**config.mk**
```make
export PLATFORM = sky130hd
export DESIGN_NAME = sync_framed_packet_parser_top
export DESIGN_NICKNAME = d
export VERILOG_FILES = /design/src/sfpp_pkg.sv /design/src/sfpp_cfg_regs.sv /design/src/sfpp_parser.sv /design/src/sync_framed_packet_parser_top.sv
export SDC_FILE = /design/constraint.sdc
export NUM_CORES = 1
export LEC_CHECK = 0
export ABC_AREA = 1
export BUFFER_PORTS_ARGS = -buffer_cell sky130_fd_sc_hd__buf_2
export CAP_MARGIN = 25
export CORE_MARGIN = 2
export CORE_UTILIZATION = 45
export CTS_CLUSTER_DIAMETER = 120
export DETAILED_ROUTE_END_ITERATION = 6
export PLACE_DENSITY = 0.71
export SYNTH_ARGS = -nofsm -noshare
export SYNTH_HDL_FRONTEND = slang
export SYNTH_SLANG_ARGS = --single-unit
```
**constraint.sdc**
```tcl
create_clock -name clk -period 2.9 [get_ports clk]
set_input_delay 0.145 -clock clk [delete_from_list [all_inputs] [get_ports clk]]
set_output_delay 0.145 -clock clk [all_outputs]
set_load 0.02 [all_outputs]
```
**src/sfpp_pkg.sv**
```systemverilog
// Shared types and constants for the sync framed packet parser.
`timescale 1ns / 1ps
`default_nettype none

package sfpp_pkg;

    // Framing bytes
    localparam logic [7:0] SYNC_BYTE    = 8'hAA;
    localparam logic [7:0] ALT_LEN_CODE = 8'h6A;
    localparam logic [7:0] CR_BYTE      = 8'd13;
    localparam logic [7:0] LF_BYTE      = 8'd10;
    localparam logic [7:0] MIN_LEN      = 8'd1;

    // Register reset values
    localparam logic [7:0] SHORT_LEN_RST = 8'd67;
    localparam logic [7:0] LONG_LEN_RST  = 8'd76;
    localparam logic [7:0] ALT_LEN_RST   = 8'd64;

    // Port widths
    localparam int CFG_INDEX_W = 2;
    localparam int IN_TDATA_W  = 8;
    localparam int OUT_TDATA_W = 48;

    // Configuration register indexes
    typedef enum logic [CFG_INDEX_W-1:0] {
        REG_SHORT_LEN = 2'd0,
        REG_LONG_LEN  = 2'd1,
        REG_ALT_LEN   = 2'd2
    } cfg_index_t;

    // Frame status codes
    typedef enum logic [1:0] {
        ST_NONE     = 2'd0,
        ST_PACKET   = 2'd1,
        ST_MISMATCH = 2'd2,
        ST_ALT_DONE = 2'd3
    } frame_status_t;

    // Parser phases, one-hot
    typedef enum logic [7:0] {
        PH_SYNC  = 8'b0000_0001,
        PH_LEN   = 8'b0000_0010,
        PH_ALT   = 8'b0000_0100,
        PH_DATA  = 8'b0000_1000,
        PH_SUM   = 8'b0001_0000,
        PH_SUMHI = 8'b0010_0000,
        PH_CR    = 8'b0100_0000,
        PH_LF    = 8'b1000_0000
    } phase_t;

    // Active configuration
    typedef struct packed {
        logic [7:0] short_frame_length;
        logic [7:0] long_frame_length;
        logic [7:0] alternate_payload_length;
    } cfg_t;

    // One result word
    typedef struct packed {
        logic [7:0]    received_sum_low;
        logic [7:0]    expected_sum_low;
        logic [7:0]    bad_frame_length;
        logic [7:0]    payload_byte;
        logic [6:0]    payload_index;
        logic          byte_captured;
        frame_status_t frame_status;
    } result_t;

endpackage

`default_nettype wire

```
**src/sfpp_cfg_regs.sv**
```systemverilog
// Configuration register file for the packet parser.
`timescale 1ns / 1ps
`default_nettype none

module sfpp_cfg_regs (
    input  wire logic                             clk,
    input  wire logic                             rst_n,
    input  wire logic                             wr_en,
    input  wire logic [sfpp_pkg::CFG_INDEX_W-1:0] wr_index,
    input  wire logic [7:0]                       wr_data,
    output sfpp_pkg::cfg_t                        cfg
);

    sfpp_pkg::cfg_t cfg_reg;
    sfpp_pkg::cfg_t cfg_next;

    // Decode the write index; unknown indexes are dropped
    always_comb
    begin
        cfg_next = cfg_reg;
        if (wr_en)
        begin
            case (wr_index)
                sfpp_pkg::REG_SHORT_LEN: cfg_next.short_frame_length       = wr_data;
                sfpp_pkg::REG_LONG_LEN:  cfg_next.long_frame_length        = wr_data;
                sfpp_pkg::REG_ALT_LEN:   cfg_next.alternate_payload_length = wr_data;
                default:                 cfg_next = cfg_reg;
            endcase
        end
    end

    always_ff @(posedge clk or negedge rst_n)
    begin
        if (!rst_n)
        begin
            cfg_reg.short_frame_length       <= sfpp_pkg::SHORT_LEN_RST;
            cfg_reg.long_frame_length        <= sfpp_pkg::LONG_LEN_RST;
            cfg_reg.alternate_payload_length <= sfpp_pkg::ALT_LEN_RST;
        end
        else
        begin
            cfg_reg <= cfg_next;
        end
    end

    assign cfg = cfg_reg;

endmodule

`default_nettype wire

```
**src/sfpp_parser.sv**
```systemverilog
// Frame state and per-byte parse logic.
`timescale 1ns / 1ps
`default_nettype none

module sfpp_parser #(
    parameter int BUFFER_BYTES = 128
) (
    input  wire logic           clk,
    input  wire logic           rst_n,
    input  wire logic           step_en,
    input  wire logic [7:0]     rx_byte,
    input  sfpp_pkg::cfg_t      cfg,
    output sfpp_pkg::result_t   result
);

    localparam logic [8:0] CAP_LIMIT = 9'(BUFFER_BYTES);

    sfpp_pkg::phase_t phase_reg, phase_next;
    logic [7:0]       count_reg, count_next;
    logic [7:0]       flen_reg, flen_next;
    logic [15:0]      sum_reg, sum_next;
    logic [7:0]       sumlo_reg, sumlo_next;

    logic [7:0]       count_inc;
    logic             can_capture;
    logic [7:0]       reject_count;

    assign count_inc    = count_reg + 8'd1;
    assign can_capture  = {1'b0, count_reg} < CAP_LIMIT;
    assign reject_count = (rx_byte == sfpp_pkg::SYNC_BYTE) ? 8'd1 : 8'd0;

    // Next state and result for the byte at hand
    always_comb
    begin
        phase_next = phase_reg;
        count_next = count_reg;
        flen_next  = flen_reg;
        sum_next   = sum_reg;
        sumlo_next = sumlo_reg;
        result     = '0;

        case (phase_reg)
            sfpp_pkg::PH_SYNC:
            begin
                if (rx_byte != sfpp_pkg::SYNC_BYTE)
                    count_next = 8'd0;
                else if (count_reg == 8'd2)
                    phase_next = sfpp_pkg::PH_LEN;
                else
                    count_next = count_inc;
            end
            sfpp_pkg::PH_LEN:
            begin
                count_next = 8'd0;
                if (rx_byte == sfpp_pkg::ALT_LEN_CODE)
                begin
                    flen_next  = cfg.alternate_payload_length;
                    phase_next = sfpp_pkg::PH_ALT;
                end
                else if (rx_byte == sfpp_pkg::MIN_LEN
                         || rx_byte == cfg.short_frame_length
                         || rx_byte == cfg.long_frame_length)
                begin
                    flen_next  = rx_byte;
                    phase_next = sfpp_pkg::PH_DATA;
                end
                else
                begin
                    // Rejected length: count stays cleared
                    phase_next = sfpp_pkg::PH_SYNC;
                    flen_next  = 8'd0;
                    sum_next   = 16'd0;
                    sumlo_next = 8'd0;
                end
            end
            sfpp_pkg::PH_ALT:
            begin
                result.byte_captured = can_capture;
                result.payload_index = can_capture ? count_reg[6:0] : 7'd0;
                result.payload_byte  = can_capture ? rx_byte : 8'd0;
                count_next = count_inc;
                if (count_inc == flen_reg)
                begin
                    count_next          = 8'd0;
                    sum_next            = 16'd0;
                    sumlo_next          = 8'd0;
                    phase_next          = sfpp_pkg::PH_SYNC;
                    result.frame_status = sfpp_pkg::ST_ALT_DONE;
                end
            end
            sfpp_pkg::PH_DATA:
            begin
                result.byte_captured = can_capture;
                result.payload_index = can_capture ? count_reg[6:0] : 7'd0;
                result.payload_byte  = can_capture ? rx_byte : 8'd0;
                count_next = count_inc;
                sum_next   = sum_reg + {8'd0, rx_byte};
                if (count_inc == flen_reg)
                    phase_next = sfpp_pkg::PH_SUM;
            end
            sfpp_pkg::PH_SUM:
            begin
                if (flen_reg == cfg.long_frame_length)
                begin
                    sumlo_next = rx_byte;
                    phase_next = sfpp_pkg::PH_SUMHI;
                end
                else if (sum_reg[7:0] == rx_byte)
                begin
                    count_next          = 8'd0;
                    sum_next            = 16'd0;
                    sumlo_next          = 8'd0;
                    phase_next          = sfpp_pkg::PH_SYNC;
                    result.frame_status = sfpp_pkg::ST_PACKET;
                end
                else
                begin
                    result.frame_status     = sfpp_pkg::ST_MISMATCH;
                    result.bad_frame_length = flen_reg;
                    result.expected_sum_low = sum_reg[7:0];
                    result.received_sum_low = rx_byte;
                    phase_next = sfpp_pkg::PH_SYNC;
                    count_next = reject_count;
                    flen_next  = 8'd0;
                    sum_next   = 16'd0;
                    sumlo_next = 8'd0;
                end
            end
            sfpp_pkg::PH_SUMHI:
            begin
                if ({rx_byte, sumlo_reg} == sum_reg)
                    phase_next = sfpp_pkg::PH_CR;
                else
                begin
                    result.frame_status     = sfpp_pkg::ST_MISMATCH;
                    result.bad_frame_length = flen_reg;
                    result.expected_sum_low = sum_reg[7:0];
                    result.received_sum_low = sumlo_reg;
                    phase_next = sfpp_pkg::PH_SYNC;
                    count_next = reject_count;
                    flen_next  = 8'd0;
                    sum_next   = 16'd0;
                    sumlo_next = 8'd0;
                end
            end
            sfpp_pkg::PH_CR:
            begin
                if (rx_byte == sfpp_pkg::CR_BYTE)
                    phase_next = sfpp_pkg::PH_LF;
                else
                begin
                    phase_next = sfpp_pkg::PH_SYNC;
                    count_next = reject_count;
                    flen_next  = 8'd0;
                    sum_next   = 16'd0;
                    sumlo_next = 8'd0;
                end
            end
            sfpp_pkg::PH_LF:
            begin
                phase_next = sfpp_pkg::PH_SYNC;
                sum_next   = 16'd0;
                sumlo_next = 8'd0;
                if (rx_byte == sfpp_pkg::LF_BYTE)
                begin
                    count_next          = 8'd0;
                    result.frame_status = sfpp_pkg::ST_PACKET;
                end
                else
                begin
                    count_next = reject_count;
                    flen_next  = 8'd0;
                end
            end
            default:
            begin
                phase_next = sfpp_pkg::PH_SYNC;
                count_next = 8'd0;
                flen_next  = 8'd0;
                sum_next   = 16'd0;
                sumlo_next = 8'd0;
            end
        endcase
    end

    // Advance frame state once per consumed word
    always_ff @(posedge clk or negedge rst_n)
    begin
        if (!rst_n)
        begin
            phase_reg <= sfpp_pkg::PH_SYNC;
            count_reg <= 8'd0;
            flen_reg  <= 8'd0;
            sum_reg   <= 16'd0;
            sumlo_reg <= 8'd0;
        end
        else if (step_en)
        begin
            phase_reg <= phase_next;
            count_reg <= count_next;
            flen_reg  <= flen_next;
            sum_reg   <= sum_next;
            sumlo_reg <= sumlo_next;
        end
    end

endmodule

`default_nettype wire

```
**src/sync_framed_packet_parser_top.sv**
```systemverilog
// Top level of the sync framed packet parser: stream ports, word registers.
`timescale 1ns / 1ps
`default_nettype none

// Sync framed packet parser. Each input word is one received byte; each input
// word produces exactly one output word with the frame status and, for payload
// bytes, the captured byte and its index. Throughput is one byte per clock
// while m_tready stays high: a byte is registered on input, parsed by
// combinational next-state logic and the result registered on output, from
// where it is taken when m_tready is high. While an untaken result sits in
// the output register, one more byte can be accepted into the input register;
// after that s_tready stays low until the output word is taken, so at most
// two words are held inside the block, one in each register.
// Configuration registers (0 short length, 1 long length, 2 alternate payload
// length) are written through the cfg port and should only change while no
// bytes are in flight. BUFFER_BYTES sets how many payload bytes per frame are
// reported as captured.
module sync_framed_packet_parser_top #(
    parameter int BUFFER_BYTES = 128
) (
    input  wire logic                                clk,
    input  wire logic                                rst_n,
    // Input stream
    input  wire logic                                s_tvalid,
    output logic                                     s_tready,
    input  wire logic [sfpp_pkg::IN_TDATA_W-1:0]     s_tdata,  // [7:0] rx_byte
    // Output stream
    output logic                                     m_tvalid,
    input  wire logic                                m_tready,
    // [1:0] frame_status, [2] byte_captured, [9:3] payload_index,
    // [17:10] payload_byte, [25:18] bad_frame_length,
    // [33:26] expected_sum_low, [41:34] received_sum_low, [47:42] zero
    output logic [sfpp_pkg::OUT_TDATA_W-1:0]         m_tdata,
    // Configuration write channel
    input  wire logic                                cfg_valid,
    output logic                                     cfg_ready,
    input  wire logic [sfpp_pkg::CFG_INDEX_W-1:0]    cfg_index,
    input  wire logic [7:0]                          cfg_data
);

    sfpp_pkg::cfg_t    cfg;
    sfpp_pkg::result_t step_result;

    logic              in_valid_reg, in_valid_next;
    logic [7:0]        in_byte_reg;
    logic              out_valid_reg, out_valid_next;
    sfpp_pkg::result_t out_result_reg;
    logic              advance;
    logic              step_en;

    assign cfg_ready = 1'b1;

    sfpp_cfg_regs u_cfg (
        .clk      (clk),
        .rst_n    (rst_n),
        .wr_en    (cfg_valid & cfg_ready),
        .wr_index (cfg_index),
        .wr_data  (cfg_data),
        .cfg      (cfg)
    );

    // Output register frees up when empty or taken
    assign advance  = !out_valid_reg || m_tready;
    assign step_en  = in_valid_reg && advance;
    assign s_tready = !in_valid_reg || advance;

    assign in_valid_next  = s_tready ? s_tvalid : in_valid_reg;
    assign out_valid_next = advance ? in_valid_reg : out_valid_reg;

    sfpp_parser #(
        .BUFFER_BYTES (BUFFER_BYTES)
    ) u_parser (
        .clk     (clk),
        .rst_n   (rst_n),
        .step_en (step_en),
        .rx_byte (in_byte_reg),
        .cfg     (cfg),
        .result  (step_result)
    );

    // Hold word valid flags
    always_ff @(posedge clk or negedge rst_n)
    begin
        if (!rst_n)
        begin
            in_valid_reg  <= 1'b0;
            out_valid_reg <= 1'b0;
        end
        else
        begin
            in_valid_reg  <= in_valid_next;
            out_valid_reg <= out_valid_next;
        end
    end

    // Capture input byte and parse result
    always_ff @(posedge clk)
    begin
        if (s_tready && s_tvalid)
            in_byte_reg <= s_tdata;
        if (step_en)
            out_result_reg <= step_result;
    end

    assign m_tvalid = out_valid_reg;
    assign m_tdata  = {6'd0, out_result_reg};

endmodule

`default_nettype wire
```
-- Word level (Yosys, flattened, before mapping)
Index checks and enable logic that the tools add are counted.
- flip-flop bits (word level): 124
- input bits: 23
- add/sub/neg operators: 2
- magnitude comparators: 1
- eq/ne operators: 35
- multiplexer cells: 50
- bitwise logic cells: 3
- reductions and logical operators: 21
- operators by type and width (kind ; number):
    2-to-1 mux 8 bit ; 25
    one-hot mux 16 bit (7 select lines) ; 1
    one-hot mux 8 bit (7 select lines) ; 2
    2-to-1 mux 16 bit ; 6
    one-hot mux 8 bit (6 select lines) ; 2
    2-to-1 mux 24 bit ; 3
    one-hot mux 24 bit (2 select lines) ; 1
    == test 8 bit ; 5
    == test 8 x 4 -> 1 bit (second input constant) ; 3
    adder 16 x 8 -> 16 bit ; 1
    == test 16 bit ; 1
    == test 8 x 1 -> 1 bit (second input constant) ; 2
    == test 8 x 2 -> 1 bit (second input constant) ; 2
    == test 8 x 7 -> 1 bit (second input constant) ; 2
    == test 8 bit (second input constant) ; 2
    inequality test 2 bit (second input constant) ; 8
    AND reduction 7 bit ; 2
    AND reduction 5 bit ; 2
    adder 8 x 1 -> 8 bit (second input constant) ; 1
    == test 8 x 3 -> 1 bit (second input constant) ; 1
    == test 8 x 5 -> 1 bit (second input constant) ; 1
    == test 8 x 6 -> 1 bit (second input constant) ; 1
    less-than comparator 8 bit (second input constant) ; 1
    2-to-1 mux 2 bit ; 4
    other kinds (19) ; 33

-- Logic depth before layout (Yosys ltp)
- word-level depth: 6
- mapped depth: 14

-- Modules after synthesis
A second synthesis with hierarchy kept.
- cells, all modules: 892
- area, all modules: 7090.6 µm²
- modules (own cells, without submodules) (module ; instances ; cells each ; area each (µm²) ; sequential area each (µm²)):
    sfpp_parser ; 1 ; 714 ; 4377.9 ; 1202.4
    sync_framed_packet_parser_top ; 1 ; 71 ; 1656.6 ; 1551.5
    sfpp_cfg_regs ; 1 ; 107 ; 1056.0 ; 609.3

-- Worst setup path after synthesis
Ideal clock, no wire load.
- kind: reg2reg
- start point: register out_valid_reg (netlist: m_tvalid)
- end point: register u_parser.flen_reg[6]
- library setup time: 0.076 ns
- data arrival time: 2.491 ns
- data required time: 2.824 ns
- path slack: 0.333 ns
- stages on the path, launching flop included: 9
- path through: dfrtp_1 -> nand2_1 -> nand2_1 -> inv_1 -> nand3_1 -> nor2_2 -> buf_2 -> nand3_1 -> o21ai_1
- longest elaborated chain between the ends: 4
- ends and longest elaborated chain (item ; line ; RTL):
    from (decl) ; sync_framed_packet_parser_top.sv:46 ; logic out_valid_reg, out_valid_next;
    from (signal assigned) ; sync_framed_packet_parser_top.sv:92 ; out_valid_reg <= out_valid_next;
    zero test 1 bit ; sync_framed_packet_parser_top.sv:63 ; assign advance = !out_valid_reg || m_tready;
    logical OR 1 bit ; sync_framed_packet_parser_top.sv:63 ;
    logical AND 1 bit ; sync_framed_packet_parser_top.sv:64 ; assign step_en = in_valid_reg && advance;
    net step_en ; sync_framed_packet_parser_top.sv:49 ; logic step_en;
    AND reduction 7 bit (no source line) ; n/a ;
    to (signal assigned) ; sfpp_parser.sv:201 ; flen_reg <= flen_next;
    to (decl) ; sfpp_parser.sv:20 ; logic [7:0] flen_reg, flen_next;
The timed path passes the listed nets, and every way through them passes these cells.
A chain may end at the register's enable or synchronous reset.

==> results_dict.tcl <==
set metrics [dict create \
    chipHeight_um 129 \
    r2r_cells 9 \
    io_buffers 66 \
    cap_viol_max_count 0 \
    vias 6285 \
    first_iter_violations 536 \
    cts-root-buf "clkbuf_16" \
    dpl_cell_area_um2 7600 \
    path_cells "ha_1 > inv_1 > nand4_1 > nor2_1 > inv_1 > nand3_1 > nand2_1 > clkinv_1 > nor3_1" \
    start_util 0.461 \
    first_global_vias 5923 \
    setup_viol_count_final 0 \
    largest_register_ffs 42 \
    die_area_um2 16700 \
    met3_usage 0.0487 \
    pwr_density_cell_nw_per_um2 613 \
    slew_viol_final 0 \
    seqPwrFrac 0.417 \
    max_slew_margin 0.399 \
    p_int_mw 3.52 \
    hold_path.class "primary input to flop" \
    crit_top_cell "inv_1" \
    p_leak_nw 4.01 \
    grt_first_pass_wirelength_um 30000 \
    min-delay-start "cfg_data[3]" \
    antenna_left 0 \
    stdcell_area_um2 8290 \
    yosysUniqueCellTypes 39 \
    path_max_fanout 17 \
    fill_cells 1429 \
    synth_edf_count 50 \
    multi_input_area_um2 3120 \
    synthFlopType "dfrtp_1" \
    timing.fmax_ghz 0.399 \
    drive_above_1_share 0.147 \
    io_pins 74 \
    gr-usage-met1 0.318 \
    cp.required_ps 3130 \
    reg2reg_setup_slack_ps 390 \
    path_class "flop to flop" \
    use_met2 0.376 \
    reg2reg_from "in_byte_reg[6]" \
    hold_violations 0 \
    cts_sinks 124 \
    netlist_area_um2 7040 \
    syn2layout_area_growth_pct 17.9 \
    p_sw_frac 0.307 \
    fp.coreArea_um2 15300 \
    wl_um 18300 \
    insertion_delay_ps 420 \
    critical_path.startpoint_type "flop" \
    row_count 45 \
    whs_endpoint "u_cfg.cfg[11]" \
    vias_per_cell 5.13 \
    hpwl_um 13400 \
    crit_path_max_incr_delay_ps 550 \
    violations "design-rule violations" \
    cp_slowest_cell "edfxtp_1" \
    grt-ovfl-total 0 \
    grt_max_degree 43 \
    gp_congestion 0.960 \
    grt.total_usage 0.233 \
    switchingPower_mw 1.56 \
    tns_ps 0 \
    cts-buffers-inserted 17 \
    outcome "complete, but fails checks" \
    drc 1 \
    grt_setup_unrepaired "no" \
    cp_top_family "simple AND/OR/NAND/NOR gates" \
    tightest_slew_ps 901 \
    whs_path_depth 3 \
    htreeDepth 4 \
    antenna_found_initial 0 \
    cp.arrival_ps 2730 \
    num_antenna_cells 0 \
    syn_area_per_cell_um2 7.71 \
    path_buf_inv 3 \
    clk_pin_slew_ps 60 \
    drt_pass1_iterations 7 \
    finalCriticalPeriod_ps 2510 \
    vdd_ir_drop_max_mv 0.427 \
    ys_seq_area_frac 0.478 \
    ys_async_sr_fraction 0.597 \
    comb_power_share 0.176 \
    clkPwrFrac 0.407 \
    post_drt_wl_per_cell_um 14.9 \
    busiest_layer "met2" \
    dieWidth_um 129 \
    r2r_end "m_tdata[24]" \
    cts_tree "yes" \
    finalNetCount 1035 \
    clockBufferDepth 2 \
    cp-end-kind "flop" \
    synthCells 913 \
    regArea_um2 3360 \
    ys_seq_elements 124 \
    clock_skew_ps 8.70 \
    yosysWarnings 0 \
    fin_crit_sh 0.864 \
]
layout make-up:
| cell class | instances | area share |
|---|---|---|
| multi-input cells | 657 | 0.376 |
| clock inverters | 14 | 0.0177 |
| inverters | 110 | 0.0498 |
| repair buffers | 91 | 0.0676 |
| well taps | 211 | 0.0318 |
| clock buffers | 18 | 0.0518 |
| flip-flops and latches | 124 | 0.406 |
power by group through the flow:
stage	clock network (mW)	registers (mW)	logic (mW)
detailed placement	0	2.15	0.876
floorplan	0	2.20	0.558
global route	2.18	2.14	0.993
finish	2.07	2.12	0.896
global placement	0	2.15	0.866
CTS	2.09	2.12	0.891
cell families (layout without fill, tap and decap cells):
| group | Yosys count | in the layout | synth area share |
|---|---|---|---|
| buf+inv | 137 | 233 | 0.0818 |
| compound gates | 74 | 74 | 0.0594 |
| other cells | 2 | 7 | 0.00107 |
| xor+xnor | 24 | 24 | 0.0299 |
| simple gates | 541 | 541 | 0.329 |
| fa+ha+maj | 11 | 11 | 0.0206 |
| flops | 124 | 124 | 0.478 |
metrics by stage:
stage                     cells  setup slack (ps)  utilization  hold WS, ps  total power [mW]
after floorplan             918               333            -         -151              2.76
after global placement     1181               415        0.498          314              3.01
after detailed placement   1181               414        0.498          312              3.03
after CTS                  1225               381        0.544         18.1              5.10
after global routing       1225               155        0.544         39.9              5.31
final                      1225               394        0.544         6.43              5.08
synth_stat cells, types with 6 or more instances:
master	count	share of area
nor2_1	110	0.059
ha_1	10	0.018
o21ai_1	7	0.0050
xnor2_1	10	0.012
edfxtp_1	50	0.21
buf_2	10	0.0071
o21ai_2	7	0.0087
buf_4	9	0.0096
nor3_1	10	0.0071
nand3_1	67	0.048
nand4_1	35	0.031
o21ai_0	42	0.030
dfrtp_1	66	0.23
clkbuf_1	6	0.0032
dfstp_2	8	0.030
a21oi_1	11	0.0078
xor2_1	14	0.017
nand2_1	299	0.16
inv_1	99	0.053
inv_2	9	0.0048
layout by cell type, fill, tap and decap left out, types with 8 or more instances in the layout:
cell / instances
a21oi_1: 11
nor3_1: 10
dfstp_2: 8
nand2_1: 299
nand3_1: 67
clkbuf_16: 17
xor2_1: 14
ha_1: 10
nand4_1: 35
edfxtp_1: 50
o21ai_0: 42
inv_2: 9
dlygate4sd3_1: 12
xnor2_1: 10
inv_1: 98
buf_2: 66
dfrtp_1: 66
nor2_1: 110
buf_4: 12
metal layers:
layer / wire length (µm) / vias to the layer above
li1: - / 3114
met1: 8470 / 2897
met2: 8370 / 248
met3: 1230 / 26
met4: 212 / 0
met5: 0 / -
how the worst max path moves through the flow:
stage,startpoint,to,slack (ps),depth (start not counted)
2_1_floorplan,m_tvalid,u_parser.flen_reg[6],330,8
3_3_place_gp,in_byte_reg[6],m_tdata[1],410,9
3_5_place_dp,in_byte_reg[3],u_parser.sum_reg[14],410,12
4_1_cts,in_byte_reg[2],m_tdata[24],380,9
5_1_grt,in_byte_reg[0],u_parser.sum_reg[10],160,11
6_report,in_byte_reg[6],m_tdata[24],390,9
worst reg2reg max path: cells and delay by family, from the launching register on:
kind	cells	cell delay (ps)
flops	1	550
fa+ha+maj	1	430
buf+inv	3	580
simple gates	5	760
what timing repair did:
action,CTS,global route
hold endpoints to repair,47,0
hold buffers,12,0
resized for setup,0,0
endpoints found under the setup margin,0,0
buffers inserted,0,0
Power figures use the tool's default switching activity.
